<file path="src/blup_pkg.sv">
// Shared types, constants and helpers for the bilinear upscaler.
// Used by blup_front, blup_queue, blup_back, blup_chk and the top level.
// No dependencies.
package blup_pkg;

    // Geometry
    localparam int DEST_HEIGHT = 40;
    localparam int DEST_WIDTH  = 40;
    localparam int SOURCE_MAX  = 64;
    localparam int DH = DEST_HEIGHT - 1;
    localparam int DW = DEST_WIDTH - 1;

    // Field widths
    localparam int IDX_W     = 6;
    localparam int SIZE_W    = 7;
    localparam int SAMPLE_W  = 16;
    localparam int CFG_IDX_W = 2;

    // Frame store addressing (row and column concatenated)
    localparam int AW          = $clog2(SOURCE_MAX);
    localparam int STORE_AW    = 2 * AW;
    localparam int STORE_DEPTH = SOURCE_MAX * SOURCE_MAX;

    // Source position: n = m * (size - 1), split by reciprocal multiply
    localparam int FRAC_W     = IDX_W;
    localparam int POS_W      = 2 * IDX_W;
    localparam int POS_SHIFT  = 16;
    localparam int RECIP_W    = 17;
    localparam int RECIP_ROW  = ((1 << POS_SHIFT) + DH - 1) / DH;
    localparam int RECIP_COL  = ((1 << POS_SHIFT) + DW - 1) / DW;
    localparam int POS_PROD_W = POS_W + RECIP_W;

    // Blend arithmetic
    localparam int WT_W   = 2 * FRAC_W;
    localparam int PROD_W = SAMPLE_W + WT_W + 1;
    localparam int ACC_W  = PROD_W + 2;

    // Final divide by DH*DW, round half up, via a biased reciprocal multiply
    localparam int DEN        = DH * DW;
    localparam int ROUND      = DEN / 2;
    localparam int BIAS       = (1 << (SAMPLE_W - 1)) * DEN;
    localparam int M_W        = 28;
    localparam int DIV_SHIFT  = 38;
    localparam int RD_W       = 29;
    localparam logic [63:0] RECIP_DEN = ((64'd1 << DIV_SHIFT) + 64'(DEN) - 64'd1) / 64'(DEN);
    localparam int QP_W       = M_W + RD_W;

    // Queue between front and back
    localparam int QDEPTH = 4;
    localparam int QPTR_W = $clog2(QDEPTH);

    // Codes
    localparam logic CMD_LOAD  = 1'b0;
    localparam logic CMD_QUERY = 1'b1;
    localparam logic [CFG_IDX_W-1:0] CFG_SOURCE_HEIGHT = 2'd0;
    localparam logic [CFG_IDX_W-1:0] CFG_SOURCE_WIDTH  = 2'd1;

    // Work item handed from front to back
    typedef struct packed {
        logic                is_query;
        logic                load_ok;
        logic [IDX_W-1:0]    row0;
        logic [IDX_W-1:0]    row1;
        logic [IDX_W-1:0]    col0;
        logic [IDX_W-1:0]    col1;
        logic [FRAC_W-1:0]   frac_r;
        logic [FRAC_W-1:0]   frac_c;
        logic [SAMPLE_W-1:0] value;
        logic [IDX_W-1:0]    mh;
        logic [IDX_W-1:0]    mw;
    } t_task;

    typedef enum logic [1:0] {
        F_IDLE,
        F_MUL,
        F_DIV,
        F_PUSH
    } t_fstate;

    typedef enum logic [2:0] {
        B_IDLE,
        B_READ,
        B_WAIT,
        B_ADD,
        B_MUL,
        B_OUT
    } t_bstate;

    // Size register to (clamped size - 1): zero reads as one, large as SOURCE_MAX
    function automatic logic [AW-1:0] size_m1(input logic [SIZE_W-1:0] v);
        if (v == '0) begin
            return '0;
        end else if (v > SIZE_W'(SOURCE_MAX)) begin
            return AW'(SOURCE_MAX - 1);
        end else begin
            return AW'(v - SIZE_W'(1));
        end
    endfunction

endpackage

</file>
<file path="src/blup_queue.sv">
// Short queue of work items between front and back ends.
// Depends on blup_pkg.
module blup_queue import blup_pkg::*; (
    input  logic  i_clk,
    input  logic  i_rst_n,
    input  logic  i_push,
    input  t_task i_data,
    output logic  o_full,
    input  logic  i_pop,
    output t_task o_data,
    output logic  o_empty
);

    t_task              r_slot [QDEPTH];
    logic [QPTR_W-1:0]  r_wptr, r_rptr;
    logic [QPTR_W:0]    r_count;

    logic w_push, w_pop;

    assign o_full  = (r_count == (QPTR_W + 1)'(QDEPTH));
    assign o_empty = (r_count == '0);
    assign w_push  = i_push && !o_full;
    assign w_pop   = i_pop && !o_empty;
    assign o_data  = r_slot[r_rptr];

    // Pointers and fill count
    always_ff @(posedge i_clk) begin
        if (!i_rst_n) begin
            r_wptr  <= '0;
            r_rptr  <= '0;
            r_count <= '0;
        end else begin
            if (w_push) begin
                r_wptr <= r_wptr + QPTR_W'(1);
            end
            if (w_pop) begin
                r_rptr <= r_rptr + QPTR_W'(1);
            end
            if (w_push && !w_pop) begin
                r_count <= r_count + (QPTR_W + 1)'(1);
            end else if (w_pop && !w_push) begin
                r_count <= r_count - (QPTR_W + 1)'(1);
            end
        end
    end

    // Storage
    always_ff @(posedge i_clk) begin
        if (w_push) begin
            r_slot[r_wptr] <= i_data;
        end
    end

endmodule

</file>
<file path="config.mk">
export PLATFORM = sky130hd
export DESIGN_NAME = blup_queue
export DESIGN_NICKNAME = d
export VERILOG_FILES = /design/src/blup_pkg.sv /design/src/blup_queue.sv
export SDC_FILE = /design/constraint.sdc
export NUM_CORES = 1
export LEC_CHECK = 0
export ABC_AREA = 1
export CORE_AREA = 10 10 209 162
export CTS_BUF_LIST = sky130_fd_sc_hd__clkbuf_8
export DETAILED_ROUTE_END_ITERATION = 7
export DIE_AREA = 0 0 219 172
export DONT_BUFFER_PORTS = 1
export PLACE_DENSITY = 0.48
export SLEW_MARGIN = 20
export SYNTH_ARGS = -nofsm -noshare
export SYNTH_HDL_FRONTEND = slang
export SYNTH_SLANG_ARGS = --single-unit
export TNS_END_PERCENT = 50
</file>
<file path="constraint.sdc">
create_clock -name i_clk -period 4.7 [get_ports i_clk]
set_input_delay 0.705 -clock i_clk [delete_from_list [all_inputs] [get_ports i_clk]]
set_output_delay 0.705 -clock i_clk [all_outputs]
set_load 0.05 [all_outputs]
</file>
Word level (Yosys, flattened, before mapping) --
Memories as Yosys holds them, arrays and structs flattened. A register that Yosys moved wholly into a read port is not among the register bits. Cells that the tools add are included. Widths: inputs -> output; s select.
Word-level totals: RAM bits 264, bits of input ports 70, register bits 7, memories 1
Memory list:
- r_slot | words 4, bits a word 66, read ports 1, clocked after memory_dff 1, wr ports 1, line blup_queue.sv:14 | t_task r_slot [QDEPTH];
Cells by class: multiplexer cells 6, add/subtract/negate cells 4, reductions and logical operators 10, equality and inequality tests 1
Operator list (count):
- $mux 3 | 2
- $add 2x1->2 const B | 2
- $logic_and 1x1->1 | 4
- $logic_not 1->1 | 4
- $mux 2 | 2
- $add 3x1->3 const B | 1
- $eq 3x3->1 const B | 1
- $logic_not 3->1 | 1
- $sub 3x1->3 const B | 1
- $mux 1 | 2
- $reduce_bool 2->1 | 1

Logic depth before layout (Yosys ltp) --
depth after elaboration 7, mapped depth 13, gate-level depth less buffers 13

Worst setup path before layout --
No wires, ideal clock.
path kind input-to-reg, start input i_push, end memory r_slot[0][0] (netlist bit), enable pin, library setup time 0.490 ns, arrival time 3.574 ns, data required time 4.210 ns, slack 0.635 ns, stages 2, buffers on the path 0, path through nand2_1 > nor2_1
Between the ends: word-level cells in the longest chain between the ends 3
RTL lines:
- from (decl) | line blup_queue.sv:6 | input logic i_push,
- $logic_and 1x1->1 | line blup_queue.sv:22 | assign w_push = i_push && !o_full;
- $mux 1 | line blup_queue.sv:49 | if (w_push) begin
- $mux 1 (implied by the code) | line blup_queue.sv:50 | r_slot[r_wptr] <= i_data;
- to (decl) | line blup_queue.sv:14
Every way passes these cells.

==> impl_metrics.py <==
metrics = {
    "yosys": {
        "synth-edff-count": 264,
        "synthArstFlopShare": 0,
        "syn_area_per_cell_um2": 15.4,
        "yosysUniqueCellTypes": 25,
        "synth_fp_nets": 784,
        "ys_top_cells_by_count": "edfxtp_1, o21ai_0, nor2_1",
        "synth_most_common_cell": "edfxtp_1",
        "ys_warn_count": 0,
        "synth.yosys.seq_area_share": 0.746,
        "ys.flop_type": "edfxtp_1",
        "synth.cell_area_um2": 10900,
        "synth_top_area_frac": 0.729,
        "synth-seq-cells": 273,
        "synthesis.instances": 708,
        "synth_top_area_cell": "edfxtp_1",
        "synthTopCellsByArea": "edfxtp_1, o21ai_0, o22ai_2",
    },
    "final_layout": {
        "final_nets": 828,
        "area_growth_pct": 14.0,
        "drive_gt1_frac": 0.250,
        "fillers": 2709,
        "n_antenna_cell": 0,
    },
    "global_routing": {
        "grt_pass1_vias": 6344,
        "antenna_found_initial": 0,
        "grt_max_degree": 77,
        "track_usage": 0.127,
        "grt.overflow.total": 0,
        "grt_pass1_wl_um": 36500,
    },
    "power_and_ir_drop": {
        "leakage_nw": 4.03,
        "cellPowerDensity_nw_per_um2": 609,
        "irDropWorstVdd_uv": 415,
    },
    "cts": {
        "worstSkewPairLatency_ns": 0.56,
        "htree_levels": 2,
        "cts_hold_buf": 0,
        "cts_sinks": 273,
        "clk_pin_slew_ns": 0.06,
        "cts.path.max_buffers": 3,
        "cts_setup_buffers": 0,
        "cts_tree": "built",
        "cts-resized-gates": 0,
        "cts_made_buffers": 45,
        "clockRootBuffer": "clkbuf_8",
    },
    "setup_path": {
        "r2r-end": "r_slot[3][43]",
        "path_class": "reg -> out",
        "rrSetupSlack_ns": 2.35,
        "crit_path_start_kind": "flop",
        "crit_path_end_kind": "primary output",
        "required_ns": 3.99,
        "worstPathCellList": "inv_6, buf_4, o21ai_0, o22ai_2",
        "critPathMaxFanout": 73,
        "r2r.worst_path.cells": 6,
        "cp_slowest_cell": "inv_6",
        "crit_arrival_ns": 3.02,
        "r2r_start": "r_count[0]",
        "max_stage_delay_ns": 0.65,
    },
    "routing": {
        "drt_iter0_markers": 288,
        "routed_via_density": 4.96,
        "post_drt_wl_per_cell_um": 20.3,
        "drc": 0,
        "drt.antenna.violating_nets": 0,
        "drt-pass1-iter-count": 4,
        "drt_wl_total_um": 24100,
        "vias": 5888,
    },
    "sta": {
        "relSlewSlack": 0.472,
        "fin_crit_sh": 0.793,
        "final.setup.tns_ns": 0,
        "fin_crit_ns": 3.73,
        "fmax_mhz": 268,
        "slew_viol_final": 0,
        "hold_viol": 0,
        "final-setup-viol-count": 0,
        "tightestPinTransition_ns": 0.792,
        "rsz0062_at_grt": "no",
        "setup_ws_ns": 0.973,
        "clock-skew-final_ns": 0.0162,
    },
    "die": {
        "die_h_um": 172,
        "dieArea_um2": 37700,
        "pin_count": 138,
        "rows": 55,
        "die-width_um": 219,
        "start_util": 0.366,
        "core_um2": 29700,
    },
    "run_status": {
        "status": "completed",
    },
    "placement": {
        "hpwl_um": 14500,
        "dp_slack_ns": 1.54,
        "io_buffer_count": 0,
        "routabilityCongestion": 0.743,
    },
    "hold_path": {
        "min_path_type": "in -> reg",
        "hold_path_end": "r_slot[0][62]",
        "worstHoldStart": "i_data[62]",
        "whs_path_depth": 0,
    },
    "run": {
        "drv_cap": 0,
    },
}
-- how the worst max path moves through the flow --
stage / from / cells after the start / slack [ns] / end
global placement: flop / 3 / 1.58 / o_data[64]
detailed placement: flop / 3 / 1.54 / o_data[24]
finish: flop / 4 / 0.97 / o_data[63]
CTS: flop / 4 / 0.92 / o_data[63]
global route: flop / 4 / 0.74 / o_data[63]
floorplan: i_push / 2 / 0.64 / r_slot[0][0]
-- cells by family (layout without fill, tap and decap cells) --
kind of cell	Yosys count	after routing	synth area share
xor+xnor	1	1	0.000806
fa+ha+maj	6	6	0.00760
flops	273	273	0.746
compound gates	202	202	0.125
simple gates	166	166	0.0871
buf+inv	60	141	0.0335
-- cell usage in the layout (no fill, tap or decap), types with 10 or more instances in the layout --
cell / count
clkinv_1: 14
inv_1: 26
edfxtp_1: 264
o22ai_2: 40
buf_4: 30
clkbuf_8: 50
nand2_1: 15
nor2_4: 44
o21ai_1: 10
o22ai_1: 26
nor2_1: 96
o21ai_0: 119
-- critical path: cells and delay by family, from the launching register on --
family	cells	cell delay (ns)
buf+inv	2	1.10
flops	1	0.52
compound gates	2	0.73
-- power by group --
group	leakage, nW	internal (mW)	switching, mW
Sequential	2.49	2.96	0.122
Clock	0.477	1.04	0.905
Combinational	1.06	0.549	1.98
-- per-layer routing --
metal | vias to the layer above | track usage | routed length (um)
li1 | 2737 | - | -
met2 | 134 | 0.213 | 12100
met1 | 2985 | 0.143 | 9670
met4 | 0 | 0.0365 | 308
met3 | 32 | 0.0562 | 2060
met5 | - | 0 | 0
-- flip-flops by register name (all words and copies together), names as in the netlist, named ones only --
| signal | cells |
|---|---|
| r_slot | 264 |
| r_wptr | 2 |
| r_count | 3 |
| r_rptr | 2 |
-- through the flow --
step | instances | utilization | hold slack, ns | power [mW] | cell area (um^2)
global placement | 1100 | 0.385 | 0.479 | 5.64 | 11400
global route | 1188 | 0.417 | 0.187 | 7.94 | 12400
finish | 1188 | 0.417 | 0.240 | 7.55 | 12400
detailed placement | 1104 | 0.388 | 0.500 | 5.72 | 11500
CTS | 1188 | 0.417 | 0.187 | 7.69 | 12400
floorplan | 708 | - | 0.465 | 5.18 | 10900
-- final cells by class --
| cell class | instances | area (um^2) | area share |
|---|---|---|---|
| Inverter | 18 | 72.6 | 0.00586 |
| Clock buffer | 50 | 688 | 0.0555 |
| Sequential cell | 273 | 8110 | 0.655 |
| Clock inverter | 34 | 174 | 0.0140 |
| Multi-Input combinational cell | 375 | 2430 | 0.196 |
| Timing Repair Buffer | 39 | 420 | 0.0339 |
| Tap cell | 399 | 499 | 0.0403 |
Power figures use the tool's default switching activity.
