`src/blup_pkg.sv`:
```
// Shared types, constants and helpers for the bilinear upscaler.
// Used by blup_front, blup_queue, blup_back, blup_chk and the top level.
// No dependencies.
package blup_pkg;

    // Geometry
    localparam int DEST_HEIGHT = 40;
    localparam int DEST_WIDTH  = 40;
    localparam int SOURCE_MAX  = 64;
    localparam int DH = DEST_HEIGHT - 1;
    localparam int DW = DEST_WIDTH - 1;

    // Field widths
    localparam int IDX_W     = 6;
    localparam int SIZE_W    = 7;
    localparam int SAMPLE_W  = 16;
    localparam int CFG_IDX_W = 2;

    // Frame store addressing (row and column concatenated)
    localparam int AW          = $clog2(SOURCE_MAX);
    localparam int STORE_AW    = 2 * AW;
    localparam int STORE_DEPTH = SOURCE_MAX * SOURCE_MAX;

    // Source position: n = m * (size - 1), split by reciprocal multiply
    localparam int FRAC_W     = IDX_W;
    localparam int POS_W      = 2 * IDX_W;
    localparam int POS_SHIFT  = 16;
    localparam int RECIP_W    = 17;
    localparam int RECIP_ROW  = ((1 << POS_SHIFT) + DH - 1) / DH;
    localparam int RECIP_COL  = ((1 << POS_SHIFT) + DW - 1) / DW;
    localparam int POS_PROD_W = POS_W + RECIP_W;

    // Blend arithmetic
    localparam int WT_W   = 2 * FRAC_W;
    localparam int PROD_W = SAMPLE_W + WT_W + 1;
    localparam int ACC_W  = PROD_W + 2;

    // Final divide by DH*DW, round half up, via a biased reciprocal multiply
    localparam int DEN        = DH * DW;
    localparam int ROUND      = DEN / 2;
    localparam int BIAS       = (1 << (SAMPLE_W - 1)) * DEN;
    localparam int M_W        = 28;
    localparam int DIV_SHIFT  = 38;
    localparam int RD_W       = 29;
    localparam logic [63:0] RECIP_DEN = ((64'd1 << DIV_SHIFT) + 64'(DEN) - 64'd1) / 64'(DEN);
    localparam int QP_W       = M_W + RD_W;

    // Queue between front and back
    localparam int QDEPTH = 4;
    localparam int QPTR_W = $clog2(QDEPTH);

    // Codes
    localparam logic CMD_LOAD  = 1'b0;
    localparam logic CMD_QUERY = 1'b1;
    localparam logic [CFG_IDX_W-1:0] CFG_SOURCE_HEIGHT = 2'd0;
    localparam logic [CFG_IDX_W-1:0] CFG_SOURCE_WIDTH  = 2'd1;

    // Work item handed from front to back
    typedef struct packed {
        logic                is_query;
        logic                load_ok;
        logic [IDX_W-1:0]    row0;
        logic [IDX_W-1:0]    row1;
        logic [IDX_W-1:0]    col0;
        logic [IDX_W-1:0]    col1;
        logic [FRAC_W-1:0]   frac_r;
        logic [FRAC_W-1:0]   frac_c;
        logic [SAMPLE_W-1:0] value;
        logic [IDX_W-1:0]    mh;
        logic [IDX_W-1:0]    mw;
    } t_task;

    typedef enum logic [1:0] {
        F_IDLE,
        F_MUL,
        F_DIV,
        F_PUSH
    } t_fstate;

    typedef enum logic [2:0] {
        B_IDLE,
        B_READ,
        B_WAIT,
        B_ADD,
        B_MUL,
        B_OUT
    } t_bstate;

    // Size register to (clamped size - 1): zero reads as one, large as SOURCE_MAX
    function automatic logic [AW-1:0] size_m1(input logic [SIZE_W-1:0] v);
        if (v == '0) begin
            return '0;
        end else if (v > SIZE_W'(SOURCE_MAX)) begin
            return AW'(SOURCE_MAX - 1);
        end else begin
            return AW'(v - SIZE_W'(1));
        end
    endfunction

endpackage

```
`src/blup_front.sv`:
```
// Front end: takes items, holds size registers, computes neighbour indices
// and fractions for queries. Depends on blup_pkg.
module blup_front import blup_pkg::*; (
    input  logic                 i_clk,
    input  logic                 i_rst_n,
    input  logic                 i_push,
    output logic                 o_full,
    input  logic                 i_cmd,
    input  logic [IDX_W-1:0]     i_load_row,
    input  logic [IDX_W-1:0]     i_load_col,
    input  logic [SAMPLE_W-1:0]  i_sample_value,
    input  logic [IDX_W-1:0]     i_dest_row,
    input  logic [IDX_W-1:0]     i_dest_col,
    input  logic                 i_cfg_valid,
    output logic                 o_cfg_ready,
    input  logic [CFG_IDX_W-1:0] i_cfg_index,
    input  logic [SIZE_W-1:0]    i_cfg_data,
    output t_task                o_task,
    output logic                 o_task_push,
    input  logic                 i_task_full
);

    t_fstate r_state, n_state;

    logic [SIZE_W-1:0]   r_height, r_width;
    logic                r_cmd;
    logic [IDX_W-1:0]    r_row, r_col;
    logic [SAMPLE_W-1:0] r_value;
    logic [IDX_W-1:0]    r_mh, r_mw;
    logic [AW-1:0]       r_hm1, r_wm1;
    logic [POS_W-1:0]    r_nh, r_nw;
    logic [IDX_W-1:0]    r_h0, r_w0;

    logic                w_accept;
    logic [POS_PROD_W-1:0] w_qh, w_qw;
    logic [POS_W-1:0]    w_rem_h, w_rem_w;
    logic                w_load_ok;

    assign w_accept    = i_push && !o_full;
    assign o_cfg_ready = 1'b1;

    // Configuration registers
    always_ff @(posedge i_clk) begin
        if (!i_rst_n) begin
            r_height <= SIZE_W'(20);
            r_width  <= SIZE_W'(20);
        end else if (i_cfg_valid) begin
            unique case (i_cfg_index)
                CFG_SOURCE_HEIGHT: r_height <= i_cfg_data;
                CFG_SOURCE_WIDTH:  r_width  <= i_cfg_data;
                default: ;
            endcase
        end
    end

    // State register
    always_ff @(posedge i_clk) begin
        if (!i_rst_n) begin
            r_state <= F_IDLE;
        end else begin
            r_state <= n_state;
        end
    end

    // Next state
    always_comb begin
        n_state = r_state;
        unique case (r_state)
            F_IDLE: begin
                if (w_accept) begin
                    n_state = (i_cmd == CMD_QUERY) ? F_MUL : F_PUSH;
                end
            end
            F_MUL:  n_state = F_DIV;
            F_DIV:  n_state = F_PUSH;
            F_PUSH: begin
                if (!i_task_full) begin
                    n_state = F_IDLE;
                end
            end
            default: n_state = F_IDLE;
        endcase
    end

    // Item capture and position arithmetic
    always_ff @(posedge i_clk) begin
        if (w_accept) begin
            r_cmd   <= i_cmd;
            r_row   <= i_load_row;
            r_col   <= i_load_col;
            r_value <= i_sample_value;
            r_mh    <= (i_dest_row > IDX_W'(DH)) ? IDX_W'(DH) : i_dest_row;
            r_mw    <= (i_dest_col > IDX_W'(DW)) ? IDX_W'(DW) : i_dest_col;
            r_hm1   <= size_m1(r_height);
            r_wm1   <= size_m1(r_width);
        end
        if (r_state == F_MUL) begin
            r_nh <= POS_W'(r_mh) * POS_W'(r_hm1);
            r_nw <= POS_W'(r_mw) * POS_W'(r_wm1);
        end
        if (r_state == F_DIV) begin
            r_h0 <= w_qh[POS_SHIFT +: IDX_W];
            r_w0 <= w_qw[POS_SHIFT +: IDX_W];
        end
    end

    // Whole part by reciprocal multiply (exact over the position range)
    assign w_qh = POS_PROD_W'(r_nh) * POS_PROD_W'(RECIP_ROW);
    assign w_qw = POS_PROD_W'(r_nw) * POS_PROD_W'(RECIP_COL);

    // Remainders
    assign w_rem_h = r_nh - POS_W'(r_h0) * POS_W'(DH);
    assign w_rem_w = r_nw - POS_W'(r_w0) * POS_W'(DW);

    assign w_load_ok = ({1'b0, r_row} < (IDX_W + 1)'(SOURCE_MAX))
                    && ({1'b0, r_col} < (IDX_W + 1)'(SOURCE_MAX));

    // Outputs
    always_comb begin
        o_full      = (r_state != F_IDLE);
        o_task_push = (r_state == F_PUSH) && !i_task_full;
        o_task      = '0;
        o_task.is_query = (r_cmd == CMD_QUERY);
        o_task.value    = r_value;
        o_task.mh       = r_mh;
        o_task.mw       = r_mw;
        if (r_cmd == CMD_QUERY) begin
            o_task.row0   = r_h0;
            o_task.col0   = r_w0;
            o_task.row1   = (r_h0 < r_hm1) ? r_h0 + IDX_W'(1) : r_hm1;
            o_task.col1   = (r_w0 < r_wm1) ? r_w0 + IDX_W'(1) : r_wm1;
            o_task.frac_r = w_rem_h[FRAC_W-1:0];
            o_task.frac_c = w_rem_w[FRAC_W-1:0];
        end else begin
            o_task.row0    = r_row;
            o_task.col0    = r_col;
            o_task.load_ok = w_load_ok;
        end
    end

endmodule

```
`config.mk`:
```
export PLATFORM = sky130hd
export DESIGN_NAME = blup_front
export DESIGN_NICKNAME = d
export VERILOG_FILES = /design/src/blup_pkg.sv /design/src/blup_front.sv
export SDC_FILE = /design/constraint.sdc
export NUM_CORES = 1
export LEC_CHECK = 0
export BUFFER_PORTS_ARGS = -buffer_cell sky130_fd_sc_hd__buf_2
export CAP_MARGIN = 0
export CORE_MARGIN = 5
export CORE_UTILIZATION = 40
export CTS_BUF_LIST = sky130_fd_sc_hd__clkbuf_4
export DETAILED_ROUTE_END_ITERATION = 6
export PLACE_DENSITY_LB_ADDON = 0.12
export SLEW_MARGIN = 15
export SYNTH_ARGS = -nofsm -noshare
export SYNTH_HDL_FRONTEND = slang
export SYNTH_SLANG_ARGS = --single-unit
export TNS_END_PERCENT = 1
```
`constraint.sdc`:
```
create_clock -name i_clk -period 4.7 [get_ports i_clk]
set_clock_uncertainty 0.05 [all_clocks]
set_input_delay 0 -clock i_clk [delete_from_list [all_inputs] [get_ports i_clk]]
set_output_delay 0 -clock i_clk [all_outputs]
set_load 0.03 [all_outputs]
```
-- After elaboration in Yosys (flattened, before gate mapping)
Cells that the tools add are included.
- $add $sub $neg: 6
- multiply operators: 6
- magnitude comparators: 6
- eq/ne operators: 6
- muxes and demuxes: 13
- reduce and logical (&&, ||, !) cells: 12
- operator list (kind ; number):
    $mul 12x11->22 const B ; 2
    $mux 6 ; 7
    $mul 6x6->12 ; 2
    $mux 18 ; 1
    $gt 7x7->1 const B ; 2
    $logic_not 7->1 ; 2
    $add 6x1->6 const B ; 2
    $gt 6x6->1 const B ; 2
    $lt 6x6->1 ; 2
    $mul 6x6->6 const B ; 2
    $sub 6x1->6 const B ; 2
    $sub 6x6->6 ; 2
    $pmux 2 s4 ; 1
    $mux 2 ; 3
    $reduce_and 2->1 ; 3
    $eq 2x1->1 const B ; 2
    $eq 2x2->1 const B ; 2
    $logic_not 2->1 ; 2
    $ne 2x2->1 const B ; 2
    $logic_and 1x1->1 ; 2
    $logic_not 1->1 ; 2
    $reduce_bool 2->1 ; 1
    $mux 1 ; 1
- register bits: 105
- output and inout port bits: 69

-- Logic depth before layout (Yosys ltp)
- depth in word-level cells: 5
- depth in mapped cells: 14

-- Worst setup path after synthesis
No wires, ideal clock.
- kind: reg-to-reg
- start point: reg r_nh[2]
- end point: reg r_h0[5] (data pin)
- data arrival time: 3.971 ns
- slack: 0.414 ns
- stages on the path, launching flop included: 15
- path buffers: 0
- cell sequence: edfxtp_1 -> ha_1 -> inv_1 -> fa_1 -> inv_1 -> fa_1 -> fa_1 -> ha_1 -> ha_1 -> a2111oi_2 -> o21ai_1 -> o21ai_2 -> nor3_1 -> a2111oi_2 -> xnor2_1
- longest elaborated chain between the ends: 1
- RTL lines (element ; line ; source):
    start: declaration ; blup_front.sv:31 ; logic [POS_W-1:0] r_nh, r_nw;
    start signal: assignment ; blup_front.sv:98 ; r_nh <= POS_W'(r_mh) * POS_W'(r_hm1);
    $mul 12x11->22 ; blup_front.sv:108 ; assign w_qh = POS_PROD_W'(r_nh) * POS_PROD_W'(RECIP_ROW);
    via w_qh[21] ; blup_front.sv:35 ; logic [POS_PROD_W-1:0] w_qh, w_qw;
    end signal: assignment ; blup_front.sv:102 ; r_h0 <= w_qh[POS_SHIFT +: IDX_W];
    end: declaration ; blup_front.sv:32 ; logic [IDX_W-1:0] r_h0, r_w0;
The timed path passes the listed nets, and every way through them passes these cells.
A chain may end at the register's enable or synchronous reset.

-- Final worst setup path
- start point: reg r_nh[1]
- end point: reg r_h0[5] (data pin)
The elaborated chain is that of the path after synthesis.

==> flow_metrics.env <==
export IMPL_setup_viol=0
export IMPL_path_cells="ha_1 > inv_1 > fa_1 > inv_1 > fa_1 > fa_1 > ha_1 > ha_1 > a2111oi_2 > o21ai_1 > o21ai_2 > nor3_1 > a2111oi_2 > xnor2_1"
export IMPL_clk_pin_slew_ns=0.20
export IMPL_relSlewSlack_pct=58.67
export IMPL_coreArea_um2=26880
export IMPL_end_kind="register"
export IMPL_grt_pass1_wl_um=40230
export IMPL_die_w_um=175.0
export IMPL_drc_errors=0
export IMPL_antenna_found_initial=1
export IMPL_hold_path_class="in2reg"
export IMPL_synth_distinct_cells=46
export IMPL_drt_wl_total_um=24140
export IMPL_layout_commonest_cell="ha_1"
export IMPL_wl_per_cell_um=15.20
export IMPL_met1_usage_pct=24.20
export IMPL_rows=60
export IMPL_ys_ff_latch=105
export IMPL_max_slew_worst_pin_slew_ns=0.6200
export IMPL_critPathKind="reg2reg"
export IMPL_track_usage_pct=16.25
export IMPL_ys_warn_count=0
export IMPL_synthToLayoutAreaGrowth_pct=16.89
export IMPL_drive_gt1_share_pct=13.96
export IMPL_cp_arrival_ns=4.63
export IMPL_pin_count=124
export IMPL_cts_root_buffer="clkbuf_4"
export IMPL_slowest_delay_ns=0.52
export IMPL_critPathBufInv=2
export IMPL_grt_busiest_layer="met2"
export IMPL_gp_congestion=0.8114
export IMPL_drtAntennaViolNets=0
export IMPL_fmax_mhz=226.0
export IMPL_grt_overflow_total=0
export IMPL_maxCapViolCount=0
export IMPL_drv_slew=0
export IMPL_ys_async_sr_fraction_pct=0
export IMPL_nFillCells=2537
export IMPL_clockBufferDepth=2
export IMPL_critPathLaunchType="register"
export IMPL_clock_latency_ns=0.49
export IMPL_vias=7492
export IMPL_layout_common_cells="217 x ha_1, 198 x inv_1, 122 x buf_2, 89 x edfxtp_1, 80 x fa_1"
export IMPL_finalCriticalPeriod_ns=4.426
export IMPL_synth_avg_cell_area_um2=10.37
export IMPL_outcome="complete, no violations"
export IMPL_crit_required_ns=4.90
export IMPL_first_iter_violations=266
export IMPL_grt_max_degree=32
export IMPL_yosysSeqAreaShare_pct=27.49
export IMPL_numCtsBuffers=9
export IMPL_synth_top_flop_cell="edfxtp_1"
export IMPL_start_util_pct=40.50
export IMPL_hold_viol=0
export IMPL_slowest_stage="fa_1"
export IMPL_cts_sinks=105
export IMPL_syn_nets=1402
export IMPL_grtUsageMet3_pct=2.228
export IMPL_drtPass1Iterations=4
export IMPL_nets=1593
export IMPL_htree_levels=3
export IMPL_portBuffers=122
export IMPL_cts_setup_buffers=0
export IMPL_grt_util_met2_pct=25.83
export IMPL_synth_edff_count=89
export IMPL_viasPerCell=4.718
export IMPL_post_dp_hpwl_um=19650
export IMPL_netlist_instances=1050
export IMPL_critical_path_top_delay_family="adder cells"
export IMPL_tns_ns=0
export IMPL_die_height_um=175.0
export IMPL_rsz0062_at_grt="false"
export IMPL_synthesis_area_um2=10890
export IMPL_dieArea_um2=30610
export IMPL_cts_tree="yes"
export IMPL_grt_pass1_vias=7689
export IMPL_cp_max_fo=3
export IMPL_min_period_over_period_pct=94.16
==> per-stage QoR <==
| stage | instance area (um^2) | setup WS [ns] | hold slack, ns | std cells | utilization [%] |
|---|---|---|---|---|---|
| final | 12720 | 0.2743 | 0.1383 | 1588 | 47.34 |
| after global routing | 12720 | 0.03430 | 0.09871 | 1588 | 47.34 |
| after CTS | 12710 | 0.2116 | 0.09344 | 1587 | 47.30 |
| after detailed placement | 11950 | 0.2615 | 0.1281 | 1510 | 44.47 |
| after global placement | 11950 | 0.3167 | 0.1266 | 1510 | 44.47 |
| after floorplan | 10890 | 0.4144 | 0.04887 | 1050 | - |
==> flip-flops by register name, indices dropped and copies added (netlist names) <==
name / count
r_wm1: 6
r_cmd: 1
r_row: 6
r_mw: 6
r_mh: 6
r_width: 7
r_w0: 6
r_col: 6
r_value: 16
r_h0: 6
r_nw: 12
r_state: 2
r_hm1: 6
r_nh: 12
r_height: 7
==> timing repair <==
| action | 4_1_cts | 5_1_grt |
|---|---|---|
| hold buffers | 61 | 0 |
| endpoints found under the hold margin | 57 | 0 |
| endpoints found under the setup margin | 0 | 1 |
| gates resized for setup | 0 | 1 |
==> area by class of cell <==
type | count | area, um^2 | area share [%]
timing repair buffer | 196 | 1319 | 10.36
antenna | 1 | 2.502 | 0.01967
multi-input combinational | 731 | 7088 | 55.71
clock buffer | 9 | 67.56 | 0.5310
inverter | 198 | 743.2 | 5.841
clock inverter | 7 | 83.83 | 0.6589
sequential | 105 | 2993 | 23.52
tap | 341 | 426.7 | 3.353
==> kinds of logic (layout without fill, tap and decap cells) <==
| family | count (synthesis) | count (layout) | synth area share, % |
|---|---|---|---|
| adder cells (fa/ha/maj) | 297 | 297 | 39.66 |
| AND/OR/NAND/NOR | 228 | 228 | 10.53 |
| buffers and inverters | 214 | 410 | 7.471 |
| flip-flops | 105 | 105 | 27.49 |
| AO/OA/AOI/OAI | 99 | 99 | 5.724 |
| XOR/XNOR | 69 | 69 | 5.552 |
| multiplexers | 37 | 37 | 3.540 |
| other | 1 | 2 | 0.03445 |
==> worst min-delay path, cell delays in order <==
cell	delay (ns)
buf_2	0.11
nand3b_1	0.36
mux2i_1	0.13
nand2_1	0.05
==> path summary, 6_finish.rpt <==
path	to	from	slack [ns]	cells after the start
worst min-delay path	r_width[4]	i_cfg_index[0]	0.14	4
worst min register to register	r_width[1]	r_width[1]	0.51	2
worst max-delay path	r_h0[5]	r_nh[1]	0.27	14
worst max register to register	r_h0[5]	r_nh[1]	0.27	14
==> Yosys cell counts, types with 12 or more instances <==
library cell  count  area [um^2]
xnor2_1          57        499.2
a21o_1           12        90.09
inv_1           198        743.2
mux2_2           12        135.1
nor2b_1          20        125.1
fa_1             80         1602
ha_1            217         2715
a21oi_1          33        165.2
edfxtp_1         89         2673
xor2_1           12        105.1
o21ai_0          25        125.1
nand2_1          79        296.5
nor2_1           29        108.9
mux2i_1          25        250.2
dfxtp_1          16        320.3
and2_1           60        375.4
==> metal layers <==
layer | part of all wire (%) | vias up
met4 | 0.59 | 0
met1 | 51 | 3544
met2 | 45 | 121
met3 | 3.4 | 9
met5 | 0 | -
li1 | - | 3818
Power is left out: the tool's default activity adds up to more than one toggle a clock period on the data nets, which glitch-free logic cannot reach.
